`src/ble_enc_pkg.sv`:
```
// Shared types, constants and bit functions of the BLE CRC-24 and whitening encoder.
package ble_enc_pkg;

  localparam int unsigned CrcW = 24;
  localparam int unsigned ChanW = 6;
  localparam int unsigned CfgIdxW = 1;

  localparam logic [CrcW-1:0] CRC_POLY = 24'h00065B;
  localparam logic [7:0] WHT_TAPS = 8'h11;
  localparam logic [CrcW-1:0] CRC_INIT_RST = 24'h555555;
  localparam logic [ChanW-1:0] CHAN_RST = 6'd37;

  localparam logic [CfgIdxW-1:0] CFG_CRC_INIT = 1'b0;
  localparam logic [CfgIdxW-1:0] CFG_CHANNEL = 1'b1;

  typedef enum logic [1:0] {
    PH_DATA,
    PH_CRC0,
    PH_CRC1,
    PH_CRC2
  } phase_e;

  // Datapath selection from the sequencer.
  typedef struct packed {
    logic       tail;
    logic [1:0] sel;
  } dp_ctl_t;

  typedef struct packed {
    logic [7:0] out_byte;
    logic       last_out;
  } out_word_t;

  typedef struct packed {
    logic [7:0] wht;
    logic [7:0] data;
  } wht_res_t;

  function automatic logic [7:0] rev8(input logic [7:0] a);
    logic [7:0] r;
    for (int i = 0; i < 8; i++) begin
      r[7-i] = a[i];
    end
    return r;
  endfunction

  function automatic logic [7:0] wht_seed(input logic [ChanW-1:0] ch);
    logic [7:0] s;
    s = rev8({2'b00, ch}) | 8'h02;
    return s;
  endfunction

  // Eight bit-steps of the CRC, data LSB first.
  function automatic logic [CrcW-1:0] crc_feed(input logic [CrcW-1:0] c,
                                              input logic [7:0] d);
    logic [CrcW-1:0] r;
    logic            top;
    r = c;
    for (int i = 0; i < 8; i++) begin
      top = r[CrcW-1];
      r = {r[CrcW-2:0], 1'b0};
      if (top != d[i]) begin
        r = r ^ CRC_POLY;
      end
    end
    return r;
  endfunction

  function automatic wht_res_t whiten(input logic [7:0] w, input logic [7:0] b);
    wht_res_t r;
    r.wht = w;
    r.data = b;
    for (int i = 0; i < 8; i++) begin
      if (r.wht[7]) begin
        r.wht = r.wht ^ WHT_TAPS;
        r.data[i] = ~r.data[i];
      end
      r.wht = {r.wht[6:0], 1'b0};
    end
    return r;
  endfunction

endpackage

```
`src/ble_enc_in_if.sv`:
```
// Input channel: packet bytes with a last-byte flag.
interface ble_enc_in_if;
  logic       valid;
  logic       ready;
  logic [7:0] data_byte;
  logic       last_byte;

  modport source (output valid, output data_byte, output last_byte, input ready);
  modport sink (input valid, input data_byte, input last_byte, output ready);
endinterface

```
`src/ble_enc_out_if.sv`:
```
// Output channel: encoded bytes for the radio.
interface ble_enc_out_if;
  logic       valid;
  logic       ready;
  logic [7:0] out_byte;
  logic       last_out;

  modport source (output valid, output out_byte, output last_out, input ready);
  modport sink (input valid, input out_byte, input last_out, output ready);
endinterface

```
`src/ble_adv_packet_encoder_core.sv`:
```
// Top level of the BLE advertising packet CRC-24 and whitening encoder.
// Takes one packet byte per cycle while the output buffer has space, and
// writes its whitened, bit-reversed word into a two-word output buffer at
// the accepting edge, registered before it shows at the output. A byte
// flagged last is followed by the three CRC bytes, one per cycle while the
// buffer has space, and input is held off until the third goes in; the
// rate is set by the single word the encoder writes into the buffer each
// cycle. After the third CRC byte the CRC and whitening registers reload
// from crc_init and channel. A register write reloads both at once.
module ble_adv_packet_encoder_core (
  input  logic                             clk_i,
  input  logic                             rst_ni,
  ble_enc_in_if.sink                       in_if,
  ble_enc_out_if.source                    out_if,
  input  logic                             cfg_we_i,
  input  logic [ble_enc_pkg::CfgIdxW-1:0]  cfg_idx_i,
  input  logic [ble_enc_pkg::CrcW-1:0]     cfg_data_i
);

  logic [ble_enc_pkg::CrcW-1:0]  crc_init_q, crc_init_d;
  logic [ble_enc_pkg::ChanW-1:0] chan_q, chan_d;
  logic [ble_enc_pkg::CrcW-1:0]  crc_q, crc_nxt;
  logic [7:0]                    wht_q, wht_nxt;
  ble_enc_pkg::phase_e           ph_q, ph_d;
  ble_enc_pkg::dp_ctl_t          ctl;
  ble_enc_pkg::out_word_t        word;
  logic                          last_tail;
  logic                          space;
  logic                          in_acc;
  logic                          push;
  logic [7:0]                    byte_enc;

  assign in_if.ready = (ph_q == ble_enc_pkg::PH_DATA) && space;
  assign in_acc      = in_if.valid && in_if.ready;

  always_comb begin
    crc_init_d = crc_init_q;
    chan_d     = chan_q;
    if (cfg_we_i) begin
      unique case (cfg_idx_i)
        ble_enc_pkg::CFG_CRC_INIT: crc_init_d = cfg_data_i;
        ble_enc_pkg::CFG_CHANNEL:  chan_d = cfg_data_i[ble_enc_pkg::ChanW-1:0];
        default: ;
      endcase
    end
  end

  // Next phase.
  always_comb begin
    ph_d = ph_q;
    unique case (ph_q)
      ble_enc_pkg::PH_DATA: if (in_acc && in_if.last_byte) ph_d = ble_enc_pkg::PH_CRC0;
      ble_enc_pkg::PH_CRC0: if (space) ph_d = ble_enc_pkg::PH_CRC1;
      ble_enc_pkg::PH_CRC1: if (space) ph_d = ble_enc_pkg::PH_CRC2;
      ble_enc_pkg::PH_CRC2: if (space) ph_d = ble_enc_pkg::PH_DATA;
      default:              ph_d = ble_enc_pkg::PH_DATA;
    endcase
  end

  // Phase outputs.
  always_comb begin
    push      = 1'b0;
    ctl.tail  = 1'b0;
    ctl.sel   = 2'd0;
    last_tail = 1'b0;
    unique case (ph_q)
      ble_enc_pkg::PH_DATA: push = in_acc;
      ble_enc_pkg::PH_CRC0: begin
        push     = space;
        ctl.tail = 1'b1;
        ctl.sel  = 2'd0;
      end
      ble_enc_pkg::PH_CRC1: begin
        push     = space;
        ctl.tail = 1'b1;
        ctl.sel  = 2'd1;
      end
      ble_enc_pkg::PH_CRC2: begin
        push      = space;
        ctl.tail  = 1'b1;
        ctl.sel   = 2'd2;
        last_tail = 1'b1;
      end
      default: push = 1'b0;
    endcase
  end

  assign word = '{out_byte: byte_enc, last_out: last_tail};

  ble_enc_datapath u_dp (
    .crc_i  (crc_q),
    .wht_i  (wht_q),
    .data_i (in_if.data_byte),
    .ctl_i  (ctl),
    .crc_o  (crc_nxt),
    .wht_o  (wht_nxt),
    .byte_o (byte_enc)
  );

  ble_enc_obuf u_obuf (
    .clk_i   (clk_i),
    .rst_ni  (rst_ni),
    .push_i  (push),
    .word_i  (word),
    .space_o (space),
    .out_if  (out_if)
  );

  always_ff @(posedge clk_i or negedge rst_ni) begin
    if (!rst_ni) begin
      crc_init_q <= ble_enc_pkg::CRC_INIT_RST;
      chan_q     <= ble_enc_pkg::CHAN_RST;
      crc_q      <= ble_enc_pkg::CRC_INIT_RST;
      wht_q      <= ble_enc_pkg::wht_seed(ble_enc_pkg::CHAN_RST);
      ph_q       <= ble_enc_pkg::PH_DATA;
    end else begin
      crc_init_q <= crc_init_d;
      chan_q     <= chan_d;
      ph_q       <= ph_d;
      if (cfg_we_i) begin
        // Reload from the freshly written values.
        crc_q <= crc_init_d;
        wht_q <= ble_enc_pkg::wht_seed(chan_d);
      end else if (push && (ph_q == ble_enc_pkg::PH_CRC2)) begin
        crc_q <= crc_init_q;
        wht_q <= ble_enc_pkg::wht_seed(chan_q);
      end else if (push) begin
        crc_q <= crc_nxt;
        wht_q <= wht_nxt;
      end
    end
  end

endmodule

```
`src/ble_enc_datapath.sv`:
```
// One-byte CRC update and whitening for data bytes and CRC tail bytes.
module ble_enc_datapath (
  input  logic [ble_enc_pkg::CrcW-1:0] crc_i,
  input  logic [7:0]                   wht_i,
  input  logic [7:0]                   data_i,
  input  ble_enc_pkg::dp_ctl_t         ctl_i,
  output logic [ble_enc_pkg::CrcW-1:0] crc_o,
  output logic [7:0]                   wht_o,
  output logic [7:0]                   byte_o
);

  logic [7:0]            cb;
  logic [7:0]            wht_in;
  ble_enc_pkg::wht_res_t res;

  always_comb begin
    case (ctl_i.sel)
      2'd0:    cb = crc_i[23:16];
      2'd1:    cb = crc_i[15:8];
      default: cb = crc_i[7:0];
    endcase
  end

  // CRC holds still while its bytes go out.
  assign crc_o  = ctl_i.tail ? crc_i : ble_enc_pkg::crc_feed(crc_i, data_i);
  assign wht_in = ctl_i.tail ? ble_enc_pkg::rev8(cb) : data_i;
  assign res    = ble_enc_pkg::whiten(wht_i, wht_in);
  assign wht_o  = res.wht;
  assign byte_o = ble_enc_pkg::rev8(res.data);

endmodule

```
`src/ble_enc_obuf.sv`:
```
// Two-word output buffer between the encoder and the output channel.
module ble_enc_obuf (
  input  logic                   clk_i,
  input  logic                   rst_ni,
  input  logic                   push_i,
  input  ble_enc_pkg::out_word_t word_i,
  output logic                   space_o,
  ble_enc_out_if.source          out_if
);

  ble_enc_pkg::out_word_t mem_q [2];
  logic       wr_ptr_q, wr_ptr_d;
  logic       rd_ptr_q, rd_ptr_d;
  logic [1:0] cnt_q, cnt_d;
  logic       pop;
  ble_enc_pkg::out_word_t head;

  assign space_o = (cnt_q != 2'd2);
  assign pop     = out_if.valid && out_if.ready;
  assign head    = mem_q[rd_ptr_q];

  assign out_if.valid    = (cnt_q != 2'd0);
  assign out_if.out_byte = head.out_byte;
  assign out_if.last_out = head.last_out;

  always_comb begin
    wr_ptr_d = wr_ptr_q;
    rd_ptr_d = rd_ptr_q;
    cnt_d    = cnt_q;
    if (push_i) begin
      wr_ptr_d = ~wr_ptr_q;
    end
    if (pop) begin
      rd_ptr_d = ~rd_ptr_q;
    end
    case ({push_i, pop})
      2'b10:   cnt_d = cnt_q + 2'd1;
      2'b01:   cnt_d = cnt_q - 2'd1;
      default: cnt_d = cnt_q;
    endcase
  end

  always_ff @(posedge clk_i or negedge rst_ni) begin
    if (!rst_ni) begin
      wr_ptr_q <= 1'b0;
      rd_ptr_q <= 1'b0;
      cnt_q    <= 2'd0;
    end else begin
      wr_ptr_q <= wr_ptr_d;
      rd_ptr_q <= rd_ptr_d;
      cnt_q    <= cnt_d;
    end
  end

  always_ff @(posedge clk_i) begin
    if (push_i) begin
      mem_q[wr_ptr_q] <= word_i;
    end
  end

endmodule

```
`src/flat_wrapper.sv`:
```
// flat-port wrapper written by rule: the top's interface ports become plain ports
module ble_adv_packet_encoder_core_flat 
  (clk_i, rst_ni, cfg_we_i, cfg_idx_i, cfg_data_i, in_if_valid, in_if_data_byte, in_if_last_byte, in_if_ready, out_if_valid, out_if_out_byte, out_if_last_out, out_if_ready);
  ble_enc_in_if in_if_i ();
  ble_enc_out_if out_if_i ();
  input  logic clk_i;
  input  logic rst_ni;
  input  logic cfg_we_i;
  input  logic [ble_enc_pkg::CfgIdxW-1:0] cfg_idx_i;
  input  logic [ble_enc_pkg::CrcW-1:0] cfg_data_i;
  input wire logic [$bits(in_if_i.valid)-1:0] in_if_valid;
  input wire logic [$bits(in_if_i.data_byte)-1:0] in_if_data_byte;
  input wire logic [$bits(in_if_i.last_byte)-1:0] in_if_last_byte;
  output wire logic [$bits(in_if_i.ready)-1:0] in_if_ready;
  output wire logic [$bits(out_if_i.valid)-1:0] out_if_valid;
  output wire logic [$bits(out_if_i.out_byte)-1:0] out_if_out_byte;
  output wire logic [$bits(out_if_i.last_out)-1:0] out_if_last_out;
  input wire logic [$bits(out_if_i.ready)-1:0] out_if_ready;
  assign in_if_i.valid = in_if_valid;
  assign in_if_i.data_byte = in_if_data_byte;
  assign in_if_i.last_byte = in_if_last_byte;
  assign in_if_ready = in_if_i.ready;
  assign out_if_valid = out_if_i.valid;
  assign out_if_out_byte = out_if_i.out_byte;
  assign out_if_last_out = out_if_i.last_out;
  assign out_if_i.ready = out_if_ready;
  ble_adv_packet_encoder_core u_core (.clk_i(clk_i), .rst_ni(rst_ni), .in_if(in_if_i), .out_if(out_if_i), .cfg_we_i(cfg_we_i), .cfg_idx_i(cfg_idx_i), .cfg_data_i(cfg_data_i));
endmodule
```
`config.mk`:
```
export PLATFORM = sky130hd
export DESIGN_NAME = ble_adv_packet_encoder_core_flat
export DESIGN_NICKNAME = d
export VERILOG_FILES = /design/src/ble_enc_pkg.sv /design/src/ble_enc_in_if.sv /design/src/ble_enc_out_if.sv /design/src/ble_adv_packet_encoder_core.sv /design/src/ble_enc_datapath.sv /design/src/ble_enc_obuf.sv /design/src/flat_wrapper.sv
export SDC_FILE = /design/constraint.sdc
export NUM_CORES = 1
export LEC_CHECK = 0
export BUFFER_PORTS_ARGS = -buffer_cell sky130_fd_sc_hd__buf_4
export CAP_MARGIN = 20
export CELL_PAD_IN_SITES_DETAIL_PLACEMENT = 0
export CELL_PAD_IN_SITES_GLOBAL_PLACEMENT = 1
export CORE_MARGIN = 2
export CORE_UTILIZATION = 30
export DETAILED_ROUTE_END_ITERATION = 8
export PLACE_DENSITY = 0.52
export SYNTH_ARGS = -nofsm -noshare
export SYNTH_HDL_FRONTEND = slang
export SYNTH_HIERARCHICAL = 1
export SYNTH_SLANG_ARGS = --single-unit
```
`constraint.sdc`:
```
create_clock -name clk_i -period 4.4 [get_ports clk_i]
set_input_delay 0.44 -clock clk_i [delete_from_list [all_inputs] [get_ports clk_i]]
set_output_delay 0.44 -clock clk_i [all_outputs]
set_load 0.005 [all_outputs]
```
==> results.py, run 1 <==
metrics = {
    "sta": {
        "rsz0062_at_grt": "false",
        "slew_headroom_pct": 38.35,
        "fin_crit_sh_pct": 59.36,
        "fin_crit_ns": 2.612,
        "worst_pin_slew_ns": 0.9248,
        "setup_viol": 0,
        "timing.hold.ws_ns": 0.2286,
        "drv_slew": 0,
        "fmax_mhz": 382.8,
        "fin_skew_ns": 0.002479,
        "hold_viol": 0,
        "setup_tns_ns": 0,
    },
    "yosys": {
        "synth-xor-area-share_pct": 11.52,
        "synth_compound_area_share_pct": 14.72,
        "ys_seq_area_share_pct": 40.85,
        "netlist_area_um2": 5584,
        "ys_types": 43,
        "synth_top_cell_area_share_pct": 16.58,
        "synth.area.top_cells": "dfrtp_1 17%, mux2_2 16%, dfstp_2 15%",
        "synth_simple_gate_area_share_pct": 8.358,
        "synth_top_family_by_area": "multiplexers",
        "synthMuxAreaShare_pct": 16.29,
        "syn_inst": 526,
        "yosys.area_share.adder_pct": 1.568,
        "yosysTopAreaCell": "dfrtp_1",
        "syn_avg_cell_area_um2": 10.62,
        "yosysWarningCount": 6,
        "syn_nets": 572,
        "synth_seq_cells": 86,
    },
    "clocking": {
        "postCtsHoldBufs": 0,
        "clock_latency_ns": 0.35,
        "post-cts-setup-buffer-count": 0,
        "h-tree-depth": 3,
        "path_clk_slew_ns": 0.07,
        "cts_resized": 0,
        "clk_path_buf_depth": 2,
        "cts_buffers": 9,
        "cts_sinks": 86,
        "cts_root_buf": "clkbuf_16",
        "cts_tree": "done",
    },
    "die": {
        "num_rows": 49,
        "fp.dieArea_um2": 19720,
        "die_w_um": 140.4,
        "core_area_um2": 18090,
        "start_util_pct": 30.88,
        "io_pins": 50,
        "die_y_um": 140.4,
    },
    "grt": {
        "grt_util_all_layers_pct": 15.37,
        "grt_overflow": 0,
        "antenna_found_initial": 0,
        "grt_max_degree": 69,
        "grt_pass1_vias": 4075,
        "grt_pass1_wl_mm": 23.48,
    },
    "drt": {
        "num_vias": 3917,
        "wl_per_cell_um": 18.20,
        "antenna_left": 0,
        "routed_wl_mm": 14.33,
        "dr.pass1.iters": 4,
        "via_per_inst": 4.977,
        "drcViolationCount": 0,
        "first_iter_violations": 169,
    },
    "run_status": {
        "status": "complete, no violations",
    },
    "layout": {
        "final_cells": 787,
        "fillers": 1785,
        "area_growth_pct": 15.01,
        "n_antenna_cell": 0,
        "drive_gt1_share_pct": 36.38,
        "final_common_cell": "mux2_2",
        "nets": 599,
        "final_cell_mix": "79 x mux2_2, 56 x buf_4, 46 x nand2_1",
    },
    "worst_setup_path": {
        "crit_fanout": 32,
        "cpPeakStageDelay_ns": 0.63,
        "critical_path_required_ns": 4.49,
        "crit_slowest_cell": "inv_1",
        "start_kind": "flop",
        "crit_arrival_ns": 2.70,
        "path_buf_inv": 3,
        "cpLargestDelayFamily": "buffers and inverters",
        "crit_chain": "inv_1 > ha_1 > inv_1 > buf_4 > o21ai_0 > o22ai_1 > xor2_1",
        "cpMostUsedCell": "inv_1",
        "critPathKind": "reg2reg",
        "cp-end-kind": "flop",
    },
    "placement": {
        "gp_congestion": 0.8301,
        "dp_cells": 771,
        "post-dp-hpwl_mm": 10.17,
        "portBuffers": 49,
    },
    "pwr": {
        "leakagePower_nw": 2.583,
        "max-vdd-ir-drop_uv": 293.5,
        "power_density_nw_per_um2": 807.1,
    },
    "min_path": {
        "hold_path.class": "in2async",
    },
    "run": {
        "cap_violations": 0,
    },
}
final timing paths:
path	start	endpoint	slack, ns	cells after the start
max	u_core/ph_q[0]$_DFFE_PN0P_	u_core/u_obuf/mem_q[1][8]$_DFFE_PP_	1.79	7
min	rst_ni	u_core/crc_init_q[13]$_DFF_PN0_	0.23	1
max reg2reg	u_core/ph_q[0]$_DFFE_PN0P_	u_core/u_obuf/mem_q[1][8]$_DFFE_PP_	1.79	7
min reg2reg	u_core/u_obuf/wr_ptr_q$_DFFE_PN0P_	u_core/u_obuf/wr_ptr_q$_DFFE_PN0P_	0.48	1
max in group asynchronous	rst_ni	u_core/crc_init_q[1]$_DFF_PN0_	3.58	1
min in group clk_i	cfg_data_i[17]	u_core/crc_init_q[17]$_DFF_PN0_	0.32	2
metal layers:
layer	routed length (um)	track usage, %	part of all wire [%]	vias up
li1	-	-	-	1922
met1	6940	21.07	48	1917
met2	6694	24.54	47	66
met3	501	2.598	3.5	12
met4	190	5.476	1.3	0
met5	0	0	0	-
registers in the layout, indices dropped and copies added, names as in the netlist:
signal / flops
u_core/crc_init_q: 24
u_core/crc_q: 24
u_core/u_obuf/mem_q: 18
u_core/wht_q: 8
u_core/chan_q: 6
u_core/ph_q: 2
u_core/u_obuf/cnt_q: 2
u_core/u_obuf/rd_ptr_q: 1
u_core/u_obuf/wr_ptr_q: 1
synth_stat cells (all sizes together):
master,instances
mux2,79
nand2,46
inv,45
dfrtp,37
xnor2,33
dfstp,31
nor3,29
o211ai,29
o221ai,29
buf,24
o21ai,23
xor2,21
edfxtp,18
clkbuf,17
nor2b,11
a211oi,8
o22ai,8
ha,7
nor2,6
xnor3,4
a21oi,3
nand2b,3
and2,2
mux2i,2
a2111oi,1
a21boi,1
a21o,1
a2bb2oi,1
conb,1
nand4b,1
nor4,1
o21bai,1
o31ai,1
or2,1
xor3,1
power by group:
group / internal, mW / switching (mW)
logic: 1.32 / 1.46
clock network: 0.441 / 0.343
registers: 1.32 / 0.304
total: 3.07 / 2.11
kinds of logic (layout without fill, tap and decap cells):
family | Yosys count | after routing
other | 1 | 1
and+or+nand+nor | 100 | 100
xor gates and xnor gates | 59 | 59
AOI/OAI and AO/OA | 106 | 106
adders and majority gates | 7 | 7
muxes | 81 | 81
DFF | 86 | 86
buffers and inverters | 86 | 118
final cells by class:
cell class              instances  area, um2  area share, %
multi-input cells             354       2938          45.74
flip-flops and latches         86       2281          35.52
repair buffers                 57      447.9          6.974
well taps                     229      286.5          4.461
clock buffers                   9      225.2          3.507
inverters                      45      168.9          2.630
clock inverters                 7      75.07          1.169
per-stage QoR:
stage	total power [mW]	worst slack, ns	area, um2	utilization [%]
2_1_floorplan	3.661	2.182	5584	-
3_3_place_gp	4.385	1.908	6095	33.70
3_5_place_dp	4.435	1.800	6122	33.85
4_1_cts	5.259	1.806	6422	35.51
5_1_grt	5.589	1.532	6422	35.51
6_report	5.183	1.788	6422	35.51
Power figures use the tool's default switching activity.
==> run 2: changes to the inputs <==
--- a/config.mk
+++ b/config.mk
@@ -12,7 +12,7 @@
 export CORE_MARGIN = 2
 export CORE_UTILIZATION = 30
 export DETAILED_ROUTE_END_ITERATION = 8
-export PLACE_DENSITY = 0.52
+export PLACE_DENSITY = 0.54
 export SYNTH_ARGS = -nofsm -noshare
 export SYNTH_HDL_FRONTEND = slang
 export SYNTH_HIERARCHICAL = 1
==> constraint.sdc (replaced) <==
create_clock -name clk_i -period 2.4 [get_ports clk_i]
set_input_delay 0.24 -clock clk_i [delete_from_list [all_inputs] [get_ports clk_i]]
set_output_delay 0.24 -clock clk_i [all_outputs]
set_load 0.005 [all_outputs]
==> run 2 against run 1 <==
Clock-buffer cell count unchanged. Setup slack got worse by 1.5 ns. Power increased by 87%. Core utilization increased by 0.37 points. Clock skew increased by 0.0044 ns. Global-route usage increased by 0.33 points. Largest power group unchanged.
==> results.py, run 2 (synthesized netlist as in run 1, its figures left out) <==
metrics = {
    "placement": {
        "post-dp-hpwl_mm": 10.21,
        "portBuffers": 49,
        "gp_congestion": 0.8889,
        "dp_cells": 781,
    },
    "worst_setup_path": {
        "critPathKind": "reg2reg",
        "cp-end-kind": "flop",
        "worstSetupStartpoint": "u_core/crc_q[22]$_DFFE_PN1P_",
        "crit_fanout": 4,
        "ff2ff_path_depth": 6,
        "rrSetupSlack_ns": 0.25,
        "crit_arrival_ns": 2.38,
        "r2r_end": "u_core/crc_q[7]$_DFFE_PN0P_",
        "critical_path_required_ns": 2.63,
        "r2r_start": "u_core/crc_q[22]$_DFFE_PN1P_",
        "crit_path_end": "u_core/crc_q[7]$_DFFE_PN0P_",
        "start_kind": "flop",
    },
    "layout": {
        "nets": 609,
        "final_common_cell": "mux2_2",
        "area_growth_pct": 16.20,
        "final_cell_mix": "79 x mux2_2, 66 x buf_4, 46 x nand2_1",
        "n_antenna_cell": 0,
        "drive_gt1_share_pct": 37.50,
        "final_cells": 797,
        "reg.largest.list": "u_core/crc_init_q (24), u_core/crc_q (24), u_core/u_obuf/mem_q (18)",
    },
    "sta": {
        "drv_slew": 0,
        "fin_crit_sh_pct": 89.42,
        "setup_tns_ns": 0,
        "rsz0062_at_grt": "false",
        "fin_skew_ns": 0.006887,
        "fmax_mhz": 466.0,
        "fin_crit_ns": 2.146,
        "setup_viol": 0,
        "hold_viol": 0,
        "worst_pin_slew_ns": 0.9395,
        "slew_headroom_pct": 37.37,
    },
    "clocking": {
        "cts_root_buf": "clkbuf_16",
        "cts_sinks": 86,
        "cts_buffers": 9,
        "clk_path_buf_depth": 2,
        "clock_latency_ns": 0.36,
        "cts_resized": 0,
        "h-tree-depth": 3,
        "postCtsHoldBufs": 0,
        "path_clk_slew_ns": 0.06,
        "cts_tree": "done",
        "post-cts-setup-buffer-count": 0,
    },
    "drt": {
        "routed_wl_mm": 14.63,
        "wl_per_cell_um": 18.35,
        "antenna_left": 0,
        "num_vias": 4032,
        "dr.pass1.iters": 5,
        "drcViolationCount": 0,
        "first_iter_violations": 203,
        "via_per_inst": 5.059,
    },
    "die": {
        "core_area_um2": 18090,
        "die_w_um": 140.4,
        "io_pins": 50,
        "start_util_pct": 30.88,
        "num_rows": 49,
        "die_y_um": 140.4,
        "fp.dieArea_um2": 19720,
    },
    "grt": {
        "grt_pass1_wl_mm": 23.92,
        "grt_util_all_layers_pct": 15.70,
        "grt_overflow": 0,
        "antenna_found_initial": 0,
        "grt_pass1_vias": 4210,
        "grt_max_degree": 69,
    },
    "run": {
        "cap_violations": 0,
    },
    "min_path": {
        "hold_path.class": "in2async",
    },
    "pwr": {
        "max-vdd-ir-drop_uv": 554.3,
        "leakagePower_nw": 2.636,
        "power_density_nw_per_um2": 1490,
    },
    "run_status": {
        "status": "complete, no violations",
    },
}
==> run 2: changes by cell type in the layout (fill, tap and decap cells not counted), sizes merged <==
cell / delta
clkinv: +1
buf: +10
inv: +1
clkinvlp: -2
==> run 2: worst min path at each step <==
stage	slack, ns	from	to
6_report	0.01	rst_ni	u_core/crc_init_q[13]$_DFF_PN0_
5_1_grt	0.10	rst_ni	u_core/crc_init_q[13]$_DFF_PN0_
4_1_cts	0.07	rst_ni	u_core/crc_q[13]$_DFFE_PN0P_
3_5_place_dp	0.46	rst_ni	u_core/crc_init_q[13]$_DFF_PN0_
3_3_place_gp	0.44	rst_ni	u_core/crc_init_q[7]$_DFF_PN0_
2_1_floorplan	-0.06	rst_ni	u_core/chan_q[1]$_DFF_PN0_
==> run 2: per-layer routing <==
layer / global-route usage [%] / share of wire [%] / vias to the layer above / routed length [um]
met1: 21.38 / 48 / 1986 / 7051
met5: 0 / 0 / - / 0
li1: - / - / 1945 / -
met3: 2.701 / 3.4 / 21 / 504
met4: 6.220 / 2.3 / 0 / 331
met2: 24.90 / 46 / 80 / 6741
==> run 2: power breakdown <==
group / total [mW] / internal (mW) / switching (mW)
clock network: 1.44 / 0.810 / 0.631
registers: 2.96 / 2.41 / 0.552
logic: 5.27 / 2.51 / 2.76
==> run 2: area by class of cell <==
type                       instances  area [um2]
multi-input combinational        354        2938
fill                            1787       11600
sequential                        86        2281
tap                              229       286.5
timing repair buffer              67       515.5
clock inverter                     7       73.82
clock buffer                       9       225.2
inverter                          45       168.9
==> run 2: metrics by stage <==
stage / utilization (%) / power (mW) / cell area [um2] / setup slack (ns) / hold slack [ns]
2_1_floorplan: - / 6.712 / 5584 / 0.1821 / -0.05559
3_3_place_gp: 34.22 / 8.178 / 6190 / 0.2966 / 0.4387
3_5_place_dp: 34.22 / 8.278 / 6190 / 0.2503 / 0.4561
4_1_cts: 35.88 / 9.781 / 6489 / 0.2326 / 0.06744
5_1_grt: 35.88 / 10.40 / 6489 / 0.1498 / 0.1009
6_report: 35.88 / 9.671 / 6489 / 0.2539 / 0.01351
==> run 2: critical path, stage by stage, from the launching register on <==
cell      delay [ns]
dfstp_2         0.57
xor2_2          0.23
xor2_2          0.21
xor3_1          0.43
mux2_2          0.27
o211ai_1        0.20
o221ai_2        0.11
==> run 3: changes to the inputs <==
--- a/config.mk
+++ b/config.mk
@@ -15,5 +15,5 @@
 export PLACE_DENSITY = 0.54
 export SYNTH_ARGS = -nofsm -noshare
 export SYNTH_HDL_FRONTEND = slang
-export SYNTH_HIERARCHICAL = 1
 export SYNTH_SLANG_ARGS = --single-unit
+export TNS_END_PERCENT = 1
==> run 3 against run 2 <==
Cell area shrank 7.0%. Global-route usage up 0.66 points. Non-clock buffer count fell by 2. Clock skew barely moved. Sequential share of layout area grew 2.2 points. Synthesized area decreased by 9.5%. Cell count down 8.2%. Combinational power decreased by 9.7%. Critical path depth unchanged. Sequential power is essentially flat. Core utilization increased by 0.63 points. Flip-flop and latch count fell by 1.
==> results.py, run 3 <==
metrics = {
    "sta": {
        "setup_viol": 0,
        "slew_headroom_pct": 39.96,
        "timing.hold.ws_ns": 0.02904,
        "fin_crit_ns": 2.161,
        "worst_pin_slew_ns": 0.9006,
        "hold_viol": 0,
        "fmax_mhz": 462.8,
        "drv_slew": 0,
        "fin_skew_ns": 0.006853,
        "fin_crit_sh_pct": 90.03,
        "setup_tns_ns": 0,
        "rsz0062_at_grt": "false",
        "setup_slack_ns": 0.2394,
    },
    "layout": {
        "final_common_cell": "buf_4",
        "nets": 553,
        "final_area_um2": 6032,
        "postLayoutCoreUtil_pct": 36.50,
        "final_cell_mix": "65 x buf_4, 56 x mux2_2, 53 x nand2_1",
        "drive_gt1_share_pct": 35.94,
        "fillers": 1619,
        "final_cells": 732,
        "n_antenna_cell": 0,
        "reg.largest.list": "u_core.crc_init_q (24), u_core.crc_q (24), u_core.u_obuf.mem_q (18)",
        "area_growth_pct": 19.42,
    },
    "pwr": {
        "max-vdd-ir-drop_uv": 540.0,
        "leakagePower_nw": 2.480,
        "power_density_nw_per_um2": 1551,
        "total_power_mw": 9.353,
    },
    "min_path": {
        "hold_path.class": "in2async",
    },
    "worst_setup_path": {
        "r2r_end": "u_core.wht_q[4]$_DFFE_PN0P_",
        "critPathKind": "reg2reg",
        "crit_path_end": "u_core.wht_q[4]$_DFFE_PN0P_",
        "rrSetupSlack_ns": 0.24,
        "critical_path_required_ns": 2.63,
        "crit_slowest_cell": "dfrtp_1",
        "cpPeakStageDelay_ns": 0.42,
        "cp-end-kind": "flop",
        "crit_chain": "inv_1 > ha_1 > nand2b_1 > o21ai_0 > and2_1 > mux2_2",
        "worstSetupStartpoint": "u_core.ph_q[1]$_DFFE_PN0P_",
        "ff2ff_path_depth": 6,
        "r2r_start": "u_core.ph_q[1]$_DFFE_PN0P_",
        "crit_fanout": 8,
        "start_kind": "flop",
        "crit_arrival_ns": 2.39,
    },
    "run_status": {
        "status": "complete, no violations",
    },
    "placement": {
        "place_area_um2": 5693,
        "portBuffers": 49,
        "gp_congestion": 0.7964,
        "dp_cells": 716,
        "post-dp-hpwl_mm": 9.982,
        "dpl_worst_slack_ns": 0.1957,
    },
    "die": {
        "io_pins": 50,
        "die_y_um": 133.8,
        "fp.dieArea_um2": 17890,
        "core_area_um2": 16520,
        "start_util_pct": 30.57,
        "num_rows": 47,
        "die_w_um": 133.8,
    },
    "clocking": {
        "post-cts-setup-buffer-count": 0,
        "cts_tree": "done",
        "cts_root_buf": "clkbuf_16",
        "cts_sinks": 85,
        "clk_path_buf_depth": 2,
        "cts_resized": 0,
        "clock_latency_ns": 0.35,
        "postCtsHoldBufs": 0,
        "path_clk_slew_ns": 0.07,
        "cts_buffers": 9,
        "h-tree-depth": 3,
    },
    "drt": {
        "via_per_inst": 4.751,
        "num_vias": 3478,
        "antenna_left": 0,
        "routed_wl_mm": 13.62,
        "wl_per_cell_um": 18.61,
        "drcViolationCount": 0,
        "dr.pass1.iters": 4,
        "first_iter_violations": 177,
    },
    "yosys": {
        "yosysTopAreaCell": "dfrtp_1",
        "synth_seq_cells": 85,
        "syn_nets": 506,
        "syn_avg_cell_area_um2": 10.98,
        "yosysWarningCount": 0,
        "synth.area.top_cells": "dfrtp_1 18%, dfstp_2 16%, mux2_2 12%",
        "yosysMostFrequentCell": "mux2_2",
        "ys_seq_area_share_pct": 44.66,
        "synth_edf_count": 18,
        "synthTopCellsByCount": "56 x mux2_2, 53 x nand2_1, 38 x o21ai_0",
        "synth-main-ff-cell": "dfrtp_1",
        "ys_types": 49,
        "synth_top_cell_area_share_pct": 17.84,
        "syn_inst": 460,
        "ys_async_sr_fraction_pct": 78.82,
        "netlist_area_um2": 5051,
    },
    "grt": {
        "antenna_found_initial": 0,
        "grt_max_degree": 68,
        "grt_pass1_vias": 3641,
        "grt_util_all_layers_pct": 16.36,
        "grt_pass1_wl_mm": 21.94,
        "grt_overflow": 0,
    },
    "run": {
        "cap_violations": 0,
    },
}
[run 3: final cells by class]
type / count / area, um2 / share of cell area [%]
Tap cell: 220 / 275.3 / 4.563
Timing Repair Buffer: 65 / 488.0 / 8.090
Clock buffer: 9 / 225.2 / 3.734
Sequential cell: 85 / 2256 / 37.40
Multi-Input combinational cell: 342 / 2659 / 44.08
Inverter: 4 / 15.01 / 0.2489
Clock inverter: 7 / 113.9 / 1.888
[run 3: per-layer routing]
metal | global-route usage, % | wire length [um] | vias to the layer above
met4 | 6.442 | 303 | 0
li1 | - | - | 1731
met3 | 2.816 | 447 | 19
met5 | 0 | 0 | -
met1 | 23.70 | 6815 | 1667
met2 | 24.22 | 6056 | 61
[run 3: logic make-up (layout without fill, tap and decap cells)]
group / Yosys count / after routing / share of synthesized area, %
AO/OA/AOI/OAI: 102 / 102 / 12.21
adder cells (fa/ha/maj): 7 / 7 / 1.734
multiplexers: 80 / 80 / 17.24
AND/OR/NAND/NOR: 92 / 92 / 8.125
XOR/XNOR: 61 / 61 / 13.33
flip-flops: 85 / 85 / 44.66
buffers and inverters: 33 / 85 / 2.700
[run 3: critical path, delay by kind of cell (launching register included)]
family,cells,cell delay [ns]
AND/OR/NAND/NOR,2,0.48
multiplexers,1,0.37
AO/OA/AOI/OAI,1,0.42
flip-flops,1,0.42
adder cells (fa/ha/maj),1,0.20
buffers and inverters,1,0.14
[run 3: worst min path at each step]
stage	from	endpoint	slack, ns	cells past startpoint
floorplan	rst_ni	u_core.chan_q[1]$_DFF_PN0_	-0.06	0
global placement	rst_ni	u_core.crc_init_q[9]$_DFF_PN0_	0.45	1
detailed placement	rst_ni	u_core.crc_init_q[13]$_DFF_PN0_	0.45	1
CTS	rst_ni	u_core.crc_init_q[13]$_DFF_PN0_	0.07	1
global route	rst_ni	u_core.crc_init_q[13]$_DFF_PN0_	0.11	1
finish	rst_ni	u_core.crc_init_q[13]$_DFF_PN0_	0.03	1
[run 3: where the power goes]
part / leakage, nW / internal (mW) / switching (mW)
registers: 0.921 / 2.39 / 0.576
logic: 1.40 / 2.34 / 2.42
clock network: 0.159 / 1.01 / 0.607
total: 2.48 / 5.75 / 3.61
